### config.mk
export PLATFORM = sky130hd
export DESIGN_NAME = gyro_rate_integrator_unit_flat
export DESIGN_NICKNAME = d
export VERILOG_FILES = /design/src/sv/gri_pkg.sv /design/src/sv/gri_sample_if.sv /design/src/sv/gri_result_if.sv /design/src/sv/gri_cfg_if.sv /design/src/sv/gyro_rate_integrator_unit.sv /design/src/sv/gri_ctrl.sv /design/src/sv/gri_dpath.sv /design/src/flat_wrapper.sv
export SDC_FILE = /design/constraint.sdc
export NUM_CORES = 2
export LEC_CHECK = 0
export BUFFER_PORTS_ARGS = -buffer_cell sky130_fd_sc_hd__buf_2
export CAP_MARGIN = 5
export CORE_AREA = 2 2 415 417
export DETAILED_ROUTE_END_ITERATION = 10
export DIE_AREA = 0 0 417 419
export GPL_TIMING_DRIVEN = 0
export PLACE_DENSITY = 0.48
export SLEW_MARGIN = 30
export SYNTH_ARGS = -nofsm -noshare
export SYNTH_HDL_FRONTEND = slang
export SYNTH_SLANG_ARGS = --single-unit
### constraint.sdc
create_clock -name clk -period 33.1 [get_ports clk]
set_input_delay 4.965 -clock clk [delete_from_list [all_inputs] [get_ports clk]]
set_output_delay 4.965 -clock clk [all_outputs]
set_load 0.005 [all_outputs]
### src/sv/gri_pkg.sv
// Shared types and constants for the gyro rate integrator.
package gri_pkg;

  localparam int AXES = 3;
  localparam int SUM_W = 32;
  // bias divide: reciprocal multiply in two passes per axis
  localparam int DIV_STEPS = 2;
  localparam int STEP_W = $clog2(DIV_STEPS);

  localparam int CFG_IDX_W = 2;
  localparam int CFG_DATA_W = 32;

  localparam logic [CFG_IDX_W-1:0] REG_RATE_SCALE = 2'd0;
  localparam logic [CFG_IDX_W-1:0] REG_DEAD_BAND = 2'd1;

  localparam logic [15:0] RATE_SCALE_RESET = 16'd4480;
  localparam logic [22:0] DEAD_BAND_RESET = 23'd500;

  localparam logic [1:0] OP_INTEGRATE = 2'd0;
  localparam logic [1:0] OP_CALIBRATE = 2'd1;
  localparam logic [1:0] OP_ZERO = 2'd2;

  localparam logic [1:0] AXIS_FIRST = 2'd0;
  localparam logic [1:0] AXIS_LAST = 2'd2;

  typedef logic [1:0] axis_t;

  typedef struct packed {
    logic  load;
    axis_t axis;
    logic  mul_angle;
    logic  mul_en;
    logic  rate_en;
    logic  ang_en;
    logic  cnt_inc;
    logic  zero;
    logic  div_start;
    logic  div_step;
    logic  div_store;
    logic  cal_clear;
    logic  out_load;
  } gri_cmd_t;

  typedef struct packed {
    logic [1:0] op;
    logic       cal_last;
    logic       out_free;
  } gri_sts_t;

  // Clamp to the 24-bit signed rate range.
  function automatic logic signed [23:0] sat24(input logic signed [33:0] v);
    logic signed [33:0] hi;
    logic signed [33:0] lo;
    hi = 34'sd8388607;
    lo = -34'sd8388608;
    if (v > hi) begin
      return 24'sh7FFFFF;
    end else if (v < lo) begin
      return 24'sh800000;
    end
    return v[23:0];
  endfunction

endpackage

### src/sv/gri_sample_if.sv
// Input sample channel: operation, three raw axis samples, elapsed time.
interface gri_sample_if;
  logic               valid;
  logic               ready;
  logic [1:0]         operation;
  logic signed [15:0] raw_x;
  logic signed [15:0] raw_y;
  logic signed [15:0] raw_z;
  logic [15:0]        elapsed_ms;

  modport source (output valid, operation, raw_x, raw_y, raw_z, elapsed_ms, input ready);
  modport sink (input valid, operation, raw_x, raw_y, raw_z, elapsed_ms, output ready);
endinterface

### src/sv/gri_result_if.sv
// Result channel: corrected rates, angles and calibration flag.
interface gri_result_if;
  logic               valid;
  logic               ready;
  logic signed [23:0] rate_x;
  logic signed [23:0] rate_y;
  logic signed [23:0] rate_z;
  logic signed [47:0] angle_x;
  logic signed [47:0] angle_y;
  logic signed [47:0] angle_z;
  logic               calibration_done;

  modport source (output valid, rate_x, rate_y, rate_z, angle_x, angle_y, angle_z,
                  calibration_done, input ready);
  modport sink (input valid, rate_x, rate_y, rate_z, angle_x, angle_y, angle_z,
                calibration_done, output ready);
endinterface

### src/sv/gri_cfg_if.sv
// Configuration write channel: register index and write data.
interface gri_cfg_if;
  logic                              valid;
  logic                              ready;
  logic [gri_pkg::CFG_IDX_W-1:0]     index;
  logic [gri_pkg::CFG_DATA_W-1:0]    data;

  modport source (output valid, index, data, input ready);
  modport sink (input valid, index, data, output ready);
endinterface

### src/sv/gyro_rate_integrator_unit.sv
// Top level of the gyro rate integrator: sequencer plus datapath.
//
// Each accepted sample is scaled per axis (raw * rate_scale, floored by 256), bias corrected and
// saturated to 24 bits, then integrated into the 48-bit wrapping angles when its magnitude
// reaches dead_band, accumulated toward a new bias, or used to zero the angles. The axes share
// one multiplier and are worked one after another: an integrate sample uses it twice per axis,
// any other sample once, and the calibration sample that completes the bias average then runs
// each axis's bias divide, a reciprocal multiply worked in two halves between a start state
// and a store state. Every sample yields one result beat; the result register lets the next
// sample be taken while that beat waits. Configuration writes are accepted in any cycle and
// belong to idle periods only.
module gyro_rate_integrator_unit #(
  parameter int BIAS_SAMPLES = 16
) (
  input logic          clk,
  input logic          rst,
  gri_sample_if.sink   sample,
  gri_result_if.source result,
  gri_cfg_if.sink      cfg
);
  import gri_pkg::*;

  gri_cmd_t cmd;
  gri_sts_t sts;
  logic     ready;

  assign sample.ready = ready;

  gri_ctrl u_ctrl (
    .clk          (clk),
    .rst          (rst),
    .sample_valid (sample.valid),
    .sample_ready (ready),
    .sts          (sts),
    .cmd          (cmd)
  );

  gri_dpath #(
    .BIAS_SAMPLES (BIAS_SAMPLES)
  ) u_dpath (
    .clk        (clk),
    .rst        (rst),
    .operation  (sample.operation),
    .raw_x      (sample.raw_x),
    .raw_y      (sample.raw_y),
    .raw_z      (sample.raw_z),
    .elapsed_ms (sample.elapsed_ms),
    .cmd        (cmd),
    .sts        (sts),
    .cfg        (cfg),
    .result     (result)
  );

`ifndef SYNTHESIS
  a_one_in_flight: assert property (@(posedge clk) disable iff (rst)
    sample.valid && sample.ready |=> !sample.ready)
    else $error("sample taken while one is still in work");

  a_no_overwrite: assert property (@(posedge clk) disable iff (rst)
    cmd.out_load |-> (!result.valid || result.ready))
    else $error("result register loaded over a pending beat");

  a_cal_clears_angles: assert property (@(posedge clk) disable iff (rst)
    result.valid && result.calibration_done |->
      result.angle_x == '0 && result.angle_y == '0 && result.angle_z == '0)
    else $error("calibration result carries nonzero angles");
`endif

endmodule

### src/sv/gri_ctrl.sv
// Sequencer for the gyro integrator: walks the axes, the bias divide and the result load.
module gri_ctrl (
  input  logic              clk,
  input  logic              rst,
  input  logic              sample_valid,
  output logic              sample_ready,
  input  gri_pkg::gri_sts_t sts,
  output gri_pkg::gri_cmd_t cmd
);
  import gri_pkg::*;

  localparam logic [3:0] S_IDLE   = 4'd0;
  localparam logic [3:0] S_MUL    = 4'd1;
  localparam logic [3:0] S_RATE   = 4'd2;
  localparam logic [3:0] S_AMUL   = 4'd3;
  localparam logic [3:0] S_AADD   = 4'd4;
  localparam logic [3:0] S_FIN    = 4'd5;
  localparam logic [3:0] S_DSTART = 4'd6;
  localparam logic [3:0] S_DSTEP  = 4'd7;
  localparam logic [3:0] S_DSTORE = 4'd8;
  localparam logic [3:0] S_OUT    = 4'd9;

  localparam logic [STEP_W-1:0] STEP_LAST = STEP_W'(DIV_STEPS - 1);

  logic [3:0]        state;
  logic [3:0]        state_next;
  axis_t             axis;
  axis_t             axis_next;
  logic [STEP_W-1:0] step;
  logic [STEP_W-1:0] step_next;

  always_ff @(posedge clk) begin
    if (rst) begin
      state <= S_IDLE;
      axis  <= AXIS_FIRST;
      step  <= '0;
    end else begin
      state <= state_next;
      axis  <= axis_next;
      step  <= step_next;
    end
  end

  always_comb begin
    cmd          = '0;
    cmd.axis     = axis;
    state_next   = state;
    axis_next    = axis;
    step_next    = step;
    sample_ready = 1'b0;
    unique case (state)
      S_IDLE: begin
        sample_ready = 1'b1;
        if (sample_valid) begin
          cmd.load   = 1'b1;
          axis_next  = AXIS_FIRST;
          state_next = S_MUL;
        end
      end
      S_MUL: begin
        cmd.mul_en = 1'b1;
        state_next = S_RATE;
      end
      S_RATE: begin
        cmd.rate_en = 1'b1;
        if (sts.op == OP_INTEGRATE) begin
          state_next = S_AMUL;
        end else if (axis == AXIS_LAST) begin
          state_next = S_FIN;
        end else begin
          axis_next  = axis + 2'd1;
          state_next = S_MUL;
        end
      end
      S_AMUL: begin
        cmd.mul_angle = 1'b1;
        cmd.mul_en    = 1'b1;
        state_next    = S_AADD;
      end
      S_AADD: begin
        cmd.ang_en = 1'b1;
        if (axis == AXIS_LAST) begin
          state_next = S_FIN;
        end else begin
          axis_next  = axis + 2'd1;
          state_next = S_MUL;
        end
      end
      S_FIN: begin
        priority if (sts.op == OP_CALIBRATE && sts.cal_last) begin
          axis_next  = AXIS_FIRST;
          state_next = S_DSTART;
        end else if (sts.op == OP_CALIBRATE) begin
          cmd.cnt_inc = 1'b1;
          state_next  = S_OUT;
        end else if (sts.op == OP_ZERO) begin
          cmd.zero   = 1'b1;
          state_next = S_OUT;
        end else begin
          state_next = S_OUT;
        end
      end
      S_DSTART: begin
        cmd.div_start = 1'b1;
        step_next     = '0;
        state_next    = S_DSTEP;
      end
      S_DSTEP: begin
        cmd.div_step = 1'b1;
        if (step == STEP_LAST) begin
          state_next = S_DSTORE;
        end else begin
          step_next = step + 1'b1;
        end
      end
      S_DSTORE: begin
        cmd.div_store = 1'b1;
        if (axis == AXIS_LAST) begin
          cmd.cal_clear = 1'b1;
          state_next    = S_OUT;
        end else begin
          axis_next  = axis + 2'd1;
          state_next = S_DSTART;
        end
      end
      S_OUT: begin
        // hold until the result register frees up
        if (sts.out_free) begin
          cmd.out_load = 1'b1;
          state_next   = S_IDLE;
        end
      end
      default: begin
        state_next = S_IDLE;
      end
    endcase
  end

endmodule

### src/sv/gri_dpath.sv
// Datapath: config registers, shared multiplier, bias divider, angle state and result register.
module gri_dpath #(
  parameter int BIAS_SAMPLES = 16
) (
  input  logic               clk,
  input  logic               rst,
  input  logic [1:0]         operation,
  input  logic signed [15:0] raw_x,
  input  logic signed [15:0] raw_y,
  input  logic signed [15:0] raw_z,
  input  logic [15:0]        elapsed_ms,
  input  gri_pkg::gri_cmd_t  cmd,
  output gri_pkg::gri_sts_t  sts,
  gri_cfg_if.sink            cfg,
  gri_result_if.source       result
);
  import gri_pkg::*;

  localparam int CNT_W = $clog2(BIAS_SAMPLES + 1);
  localparam logic [CNT_W-1:0] DIVISOR = CNT_W'(BIAS_SAMPLES);

  // Reciprocal that gives an exact floor(n / BIAS_SAMPLES) for any 32-bit magnitude n.
  localparam int DIV_SHIFT = SUM_W + $clog2(BIAS_SAMPLES);
  localparam int ACC_W = 2 * SUM_W + 1;
  localparam int RECIP_W = SUM_W + 1;
  localparam int LO_W = 17;
  localparam int PART_W = SUM_W + LO_W;
  localparam logic [ACC_W-1:0] DIV_POW = ACC_W'(1) << DIV_SHIFT;
  localparam logic [RECIP_W-1:0] DIV_RECIP =
    RECIP_W'((DIV_POW + ACC_W'(BIAS_SAMPLES - 1)) / ACC_W'(BIAS_SAMPLES));
  localparam logic [RECIP_W-LO_W-1:0] RECIP_HI = DIV_RECIP[RECIP_W-1:LO_W];
  localparam logic [LO_W-1:0] RECIP_LO = DIV_RECIP[LO_W-1:0];

  logic [15:0]        rate_scale;
  logic [22:0]        dead_band;

  logic [1:0]         op_q;
  logic signed [15:0] raw_q [AXES];
  logic [15:0]        elapsed_q;

  logic signed [23:0] rate_q [AXES];
  logic signed [23:0] bias [AXES];
  logic signed [47:0] angle [AXES];
  logic [SUM_W-1:0]   cal_sum [AXES];
  logic [CNT_W-1:0]   cal_count;
  logic               done_q;

  logic signed [40:0] prod_q;
  logic signed [23:0] mul_a;
  logic signed [16:0] mul_b;

  logic signed [23:0] unc;
  logic signed [23:0] rate_new;
  logic signed [23:0] rate_cur;
  logic [23:0]        rate_mag;
  logic               above_band;

  logic               div_neg;
  logic               div_hi;
  logic [SUM_W-1:0]   div_mag;
  logic [LO_W-1:0]    div_coef;
  logic [PART_W-1:0]  div_part;
  logic [ACC_W-1:0]   div_acc;
  logic [ACC_W-1:0]   div_shifted;
  logic [SUM_W-1:0]   div_quo;
  logic [SUM_W-1:0]   sum_cur;
  logic signed [33:0] quo_signed;

  logic               out_valid;

  // Configuration registers; writes must land only while idle, which the block never checks.
  assign cfg.ready = 1'b1;

  always_ff @(posedge clk) begin
    if (rst) begin
      rate_scale <= RATE_SCALE_RESET;
      dead_band  <= DEAD_BAND_RESET;
    end else if (cfg.valid) begin
      if (cfg.index == REG_RATE_SCALE) begin
        rate_scale <= cfg.data[15:0];
      end
      if (cfg.index == REG_DEAD_BAND) begin
        dead_band <= cfg.data[22:0];
      end
    end
  end

  always_ff @(posedge clk) begin
    if (cmd.load) begin
      op_q      <= operation;
      raw_q[0]  <= raw_x;
      raw_q[1]  <= raw_y;
      raw_q[2]  <= raw_z;
      elapsed_q <= elapsed_ms;
    end
  end

  // Shared multiplier: raw * scale, then rate * elapsed.
  assign rate_cur = rate_q[cmd.axis];
  assign mul_a = cmd.mul_angle ? rate_cur : {{8{raw_q[cmd.axis][15]}}, raw_q[cmd.axis]};
  assign mul_b = cmd.mul_angle ? $signed({1'b0, elapsed_q}) : $signed({1'b0, rate_scale});

  always_ff @(posedge clk) begin
    if (cmd.mul_en) begin
      prod_q <= mul_a * mul_b;
    end
  end

  // Arithmetic shift by eight floors the scaled product.
  assign unc = prod_q[31:0] >>> 8 == '0 ? 24'sd0 : prod_q[31:8];
  assign rate_new = sat24(34'(unc) - 34'(bias[cmd.axis]));

  always_ff @(posedge clk) begin
    if (cmd.rate_en) begin
      rate_q[cmd.axis] <= rate_new;
    end
  end

  assign rate_mag   = rate_cur[23] ? 24'(-rate_cur) : 24'(rate_cur);
  assign above_band = rate_mag >= {1'b0, dead_band};

  always_ff @(posedge clk) begin
    if (rst) begin
      for (int i = 0; i < AXES; i++) begin
        angle[i] <= '0;
      end
    end else if (cmd.zero || cmd.cal_clear) begin
      for (int i = 0; i < AXES; i++) begin
        angle[i] <= '0;
      end
    end else if (cmd.ang_en && above_band) begin
      angle[cmd.axis] <= angle[cmd.axis] + {{7{prod_q[40]}}, prod_q};
    end
  end

  always_ff @(posedge clk) begin
    if (rst) begin
      for (int i = 0; i < AXES; i++) begin
        cal_sum[i] <= '0;
      end
      cal_count <= '0;
    end else if (cmd.cal_clear) begin
      for (int i = 0; i < AXES; i++) begin
        cal_sum[i] <= '0;
      end
      cal_count <= '0;
    end else begin
      if (cmd.rate_en && op_q == OP_CALIBRATE) begin
        cal_sum[cmd.axis] <= cal_sum[cmd.axis] + SUM_W'(unc);
      end
      if (cmd.cnt_inc) begin
        cal_count <= cal_count + 1'b1;
      end
    end
  end

  // Divide the sum magnitude by multiplying with the reciprocal, upper half first, then
  // shift the product down; the sign is put back so the quotient truncates toward zero.
  assign sum_cur     = cal_sum[cmd.axis];
  assign div_coef    = div_hi ? {1'b0, RECIP_HI} : RECIP_LO;
  assign div_part    = PART_W'(div_mag) * PART_W'(div_coef);
  assign div_shifted = div_acc >> DIV_SHIFT;
  assign div_quo     = div_shifted[SUM_W-1:0];
  assign quo_signed  = div_neg ? -$signed({2'b00, div_quo}) : $signed({2'b00, div_quo});

  always_ff @(posedge clk) begin
    if (cmd.div_start) begin
      div_neg <= sum_cur[SUM_W-1];
      div_mag <= sum_cur[SUM_W-1] ? -sum_cur : sum_cur;
      div_hi  <= 1'b1;
      div_acc <= '0;
    end else if (cmd.div_step) begin
      div_hi  <= 1'b0;
      div_acc <= (div_acc << LO_W) + ACC_W'(div_part);
    end
  end

  always_ff @(posedge clk) begin
    if (rst) begin
      for (int i = 0; i < AXES; i++) begin
        bias[i] <= '0;
      end
    end else if (cmd.div_store) begin
      bias[cmd.axis] <= sat24(quo_signed);
    end
  end

  always_ff @(posedge clk) begin
    if (rst) begin
      done_q <= 1'b0;
    end else if (cmd.load) begin
      done_q <= 1'b0;
    end else if (cmd.cal_clear) begin
      done_q <= 1'b1;
    end
  end

  // Result register: frees the sequencer while a beat waits downstream.
  always_ff @(posedge clk) begin
    if (rst) begin
      out_valid <= 1'b0;
    end else if (cmd.out_load) begin
      out_valid <= 1'b1;
    end else if (result.ready) begin
      out_valid <= 1'b0;
    end
  end

  always_ff @(posedge clk) begin
    if (cmd.out_load) begin
      result.rate_x           <= rate_q[0];
      result.rate_y           <= rate_q[1];
      result.rate_z           <= rate_q[2];
      result.angle_x          <= angle[0];
      result.angle_y          <= angle[1];
      result.angle_z          <= angle[2];
      result.calibration_done <= done_q;
    end
  end

  assign result.valid = out_valid;

  assign sts.op       = op_q;
  assign sts.cal_last = ({1'b0, cal_count} + 1'b1) >= {1'b0, DIVISOR};
  assign sts.out_free = !out_valid || result.ready;

endmodule

### src/flat_wrapper.sv
// flat-port wrapper written by rule: the top's interface ports become plain ports
module gyro_rate_integrator_unit_flat import gri_pkg::*;
#(
  parameter int BIAS_SAMPLES = 16
)
  (clk, rst, sample_valid, sample_operation, sample_raw_x, sample_raw_y, sample_raw_z, sample_elapsed_ms, sample_ready, result_valid, result_rate_x, result_rate_y, result_rate_z, result_angle_x, result_angle_y, result_angle_z, result_calibration_done, result_ready, cfg_valid, cfg_index, cfg_data, cfg_ready);
  gri_sample_if sample_i ();
  gri_result_if result_i ();
  gri_cfg_if cfg_i ();
  input logic clk;
  input logic rst;
  input wire logic [$bits(sample_i.valid)-1:0] sample_valid;
  input wire logic [$bits(sample_i.operation)-1:0] sample_operation;
  input wire logic [$bits(sample_i.raw_x)-1:0] sample_raw_x;
  input wire logic [$bits(sample_i.raw_y)-1:0] sample_raw_y;
  input wire logic [$bits(sample_i.raw_z)-1:0] sample_raw_z;
  input wire logic [$bits(sample_i.elapsed_ms)-1:0] sample_elapsed_ms;
  output wire logic [$bits(sample_i.ready)-1:0] sample_ready;
  output wire logic [$bits(result_i.valid)-1:0] result_valid;
  output wire logic [$bits(result_i.rate_x)-1:0] result_rate_x;
  output wire logic [$bits(result_i.rate_y)-1:0] result_rate_y;
  output wire logic [$bits(result_i.rate_z)-1:0] result_rate_z;
  output wire logic [$bits(result_i.angle_x)-1:0] result_angle_x;
  output wire logic [$bits(result_i.angle_y)-1:0] result_angle_y;
  output wire logic [$bits(result_i.angle_z)-1:0] result_angle_z;
  output wire logic [$bits(result_i.calibration_done)-1:0] result_calibration_done;
  input wire logic [$bits(result_i.ready)-1:0] result_ready;
  input wire logic [$bits(cfg_i.valid)-1:0] cfg_valid;
  input wire logic [$bits(cfg_i.index)-1:0] cfg_index;
  input wire logic [$bits(cfg_i.data)-1:0] cfg_data;
  output wire logic [$bits(cfg_i.ready)-1:0] cfg_ready;
  assign sample_i.valid = sample_valid;
  assign sample_i.operation = sample_operation;
  assign sample_i.raw_x = sample_raw_x;
  assign sample_i.raw_y = sample_raw_y;
  assign sample_i.raw_z = sample_raw_z;
  assign sample_i.elapsed_ms = sample_elapsed_ms;
  assign sample_ready = sample_i.ready;
  assign result_valid = result_i.valid;
  assign result_rate_x = result_i.rate_x;
  assign result_rate_y = result_i.rate_y;
  assign result_rate_z = result_i.rate_z;
  assign result_angle_x = result_i.angle_x;
  assign result_angle_y = result_i.angle_y;
  assign result_angle_z = result_i.angle_z;
  assign result_calibration_done = result_i.calibration_done;
  assign result_i.ready = result_ready;
  assign cfg_i.valid = cfg_valid;
  assign cfg_i.index = cfg_index;
  assign cfg_i.data = cfg_data;
  assign cfg_ready = cfg_i.ready;
  gyro_rate_integrator_unit #(.BIAS_SAMPLES(BIAS_SAMPLES)) u_core (.clk(clk), .rst(rst), .sample(sample_i), .result(result_i), .cfg(cfg_i));
endmodule
==> summary.txt <==
Outcome
  – Status: completed

Layout
  – Filler cells: 16489
  – Final Non-Filler Cells: 7901
  – Total Nets Final: 6336
  – Ratio of cells with drive above 1 in the final layout: 13.27%
  – Area Growth Syn to Fin: 15.02%

Setup path
  – Nature of the critical path endpoint: flop
  – Most used cell, CP: fa_1
  – Max FO, Critical Path: 10
  – CP required: 33590 ps
  – Type of the worst setup path: reg -> reg
  – Worst EP arrival: 12100 ps
  – CP max-delay cell: clkbuf_1
  – CP Launch Type: flop
  – Largest stage delay, worst path: 770 ps

Global route
  – Global-route wire length before repair: 276200 um
  – Remaining Overflow, GRT: 0
  – Initial antenna violation count: 9
  – Largest net degree at the start of global routing: 38
  – Total Routing Usage GR: 21.64%
  – Vias in the first global route: 40642

CTS
  – Root Buffer: clkbuf_16
  – Htree depth: 3
  – Clock Tree Buf Depth: 3
  – TritonCTS buffer count: 110
  – Hold Buf Count CTS: 0
  – TritonCTS Sinks: 975
  – Post-cts resize count: 0
  – Clock slew at reported path FFs: 70 ps
  – Post-CTS setup buffer count: 0
  – TritonCTS clock tree: built
  – Skew-Pair Late Insertion Delay: 760 ps

Yosys
  – Post-synth EDFFs: 869
  – Ys async rst share: 0%
  – Main synth FF type: edfxtp_1
  – Post-synthesis cell type count: 88
  – Top cells by area, synth: edfxtp_1 (44%), fa_1 (13%), ha_1 (5.9%)
  – YS warnings: 0
  – Yosys top cell area share: 44.13%
  – Post-Syn Nets: 5884
  – Syn Std Cell Area: 59140 um^2
  – Gate Count Post-Synth: 5118
  – Mean post-synth cell area: 11.55 um^2
  – Share of the yosys chip area belonging to registers: 47.72%
  – FF+latch count, synth: 975
  – Top cells by count, synth: edfxtp_1 (869), inv_1 (647), nor2_1 (572)
  – Most frequent cell after synthesis: edfxtp_1
  – Dominant cell type by area after synthesis: edfxtp_1

Timing
  – Worst slew pin tran: 1040 ps
  – Endpoints failing hold: 0
  – Unrepaired setup endpoints after global routing: false
  – Final setup viols: 0
  – Final period demand of the worst path: 11620 ps
  – Clock skew: 47.23 ps
  – Setup TNS: 0 ps
  – Final Max Tran Viols: 0
  – Max Clk Rate: 86.08 MHz
  – Worst rel slew slack: 28.65%
  – Final worst-path cycle share: 35.10%

Power
  – Total power: 5.339 mW
  – PD cells: 78.50 nW/um^2
  – Maximum VDD drop: 0.06771 mV
  – Lkg Pwr: 27.48 nW

Place
  – Post-DP HPWL: 149000 um
  – RePlAce Congestion: 0.9264
  – Port Buffers: 313
  – Cell Count Post-Placement: 7691

Floorplanning
  – Die area: 174700 um^2
  – Die width: 417 um
  – Core ar.: 170600 um^2
  – Initial cell density of the core: 34.66%
  – IO Count: 325
  – Chip height: 419 um
  – Row cnt: 152

Job
  – Max Cap Viol: 0

Detailed routing
  – DRT antenna net count: 0
  – Total Wirelength: 190500 um
  – Vias/cell: 5.170
  – Drt initial violations: 3543
  – Vias: 40845
  – DRC: 0
  – Drt pass-1 iters: 5
  – Wire length per cell: 24.12 um

Worst hold path
  – Hold WC Path Type: reg -> reg
==> layout make-up <==
class                      count  area, um^2  area share [%]
clock inverter                75       794.5           1.168
sequential                   975       28220           41.49
antenna                        2       5.005        0.007358
multi-input combinational   3276       27710           40.74
inverter                     647        2429           3.571
timing repair buffer         340        2215           3.256
tap                         2233        2794           4.108
buffer                       220       937.1           1.378
clock buffer                 133        2913           4.283
==> critical path, delay by kind of cell, from the launching register on <==
family / cells / cell delay (ps)
multiplexers: 1 / 500
buffers and inverters: 12 / 3740
XOR/XNOR: 1 / 130
adder cells (fa/ha/maj): 7 / 3270
AO/OA/AOI/OAI: 7 / 2160
AND/OR/NAND/NOR: 4 / 1090
flip-flops: 1 / 410
==> worst paths after layout <==
kind / cells past startpoint / start / slack, ps / endpoint
hold reg to reg: 0 / u_core.u_dpath.rate_q[1][2] / 440 / result_rate_y[2]
hold / removal: 0 / u_core.u_dpath.rate_q[1][2] / 440 / result_rate_y[2]
setup / recovery: 32 / flop / 21480 / u_core.u_dpath.prod_q[40]
setup reg to reg: 32 / flop / 21480 / u_core.u_dpath.prod_q[40]
==> power by group <==
group / leakage [nW] / internal [mW] / total [mW] / switching [mW]
Sequential: 9.16 / 1.55 / 1.62 / 0.0651
Clock: 1.80 / 0.731 / 1.27 / 0.534
Combinational: 16.5 / 0.886 / 2.46 / 1.57
==> routing by layer <==
layer	vias up	track usage (%)	share of wire (%)
li1	18565	-	-
met1	20604	30.19	44
met2	1443	34.46	46
met3	221	4.017	6.8
met4	12	5.975	2.7
met5	-	0	0.039
==> metrics by stage <==
| stage | hold WS, ps | worst slack (ps) | util [%] | instance area [um^2] |
|---|---|---|---|---|
| after floorplan | 409.0 | 17660 | - | 59140 |
| after global placement | 426.4 | 11220 | 37.22 | 63500 |
| after detailed placement | 425.1 | 21540 | 37.69 | 64290 |
| after CTS | 429.1 | 21500 | 39.86 | 68000 |
| after global routing | 439.7 | 21000 | 39.87 | 68010 |
| final | 437.1 | 21480 | 39.87 | 68020 |
==> flip-flops by register name (all words and copies together), names as in the netlist, 5 cells and up, named ones only <==
register and flops:
u_core.u_dpath.angle 192, u_core.u_dpath.dead_band 23, result_rate_z 24, u_core.u_dpath.prod_q 41, u_core.u_dpath.elapsed_q 16, u_core.u_dpath.rate_q 96
u_core.u_dpath.rate_scale 16, result_angle_y 48, result_rate_x 24, u_core.u_dpath.div_acc 50, result_angle_z 48, u_core.u_dpath.cal_sum 128
u_core.u_dpath.div_mag 32, result_angle_x 48, result_rate_y 24, u_core.u_dpath.cal_count 5, u_core.u_dpath.bias 96, u_core.u_dpath.raw_q 48
==> placed cells by master, fill, tap and decap left out, types with 72 or more instances in the layout <==
cell,netlist,layout
dfxtp_1,106,106
buf_2,19,335
edfxtp_1,869,869
o21ai_0,226,221
nor2_1,572,570
inv_1,647,646
nand2_1,487,481
clkbuf_1,185,202
ha_1,280,280
mux4_2,124,124
xnor2_1,123,123
a21oi_1,255,253
a21o_1,72,72
xor2_1,103,103
fa_1,381,381
clkbuf_16,0,113
==> cell families (layout without fill, tap and decap cells) <==
| group | Yosys count | count (layout) | synth area share [%] |
|---|---|---|---|
| AND/OR/NAND/NOR | 1395 | 1395 | 10.24 |
| flip-flops | 975 | 975 | 47.72 |
| buffers and inverters | 867 | 1415 | 5.683 |
| AO/OA/AOI/OAI | 810 | 810 | 8.374 |
| adder cells (fa/ha/maj) | 665 | 665 | 18.89 |
| XOR/XNOR | 226 | 226 | 3.347 |
| multiplexers | 179 | 179 | 5.740 |
| other | 1 | 3 | 0.006341 |
Power figures use the tool's default switching activity.
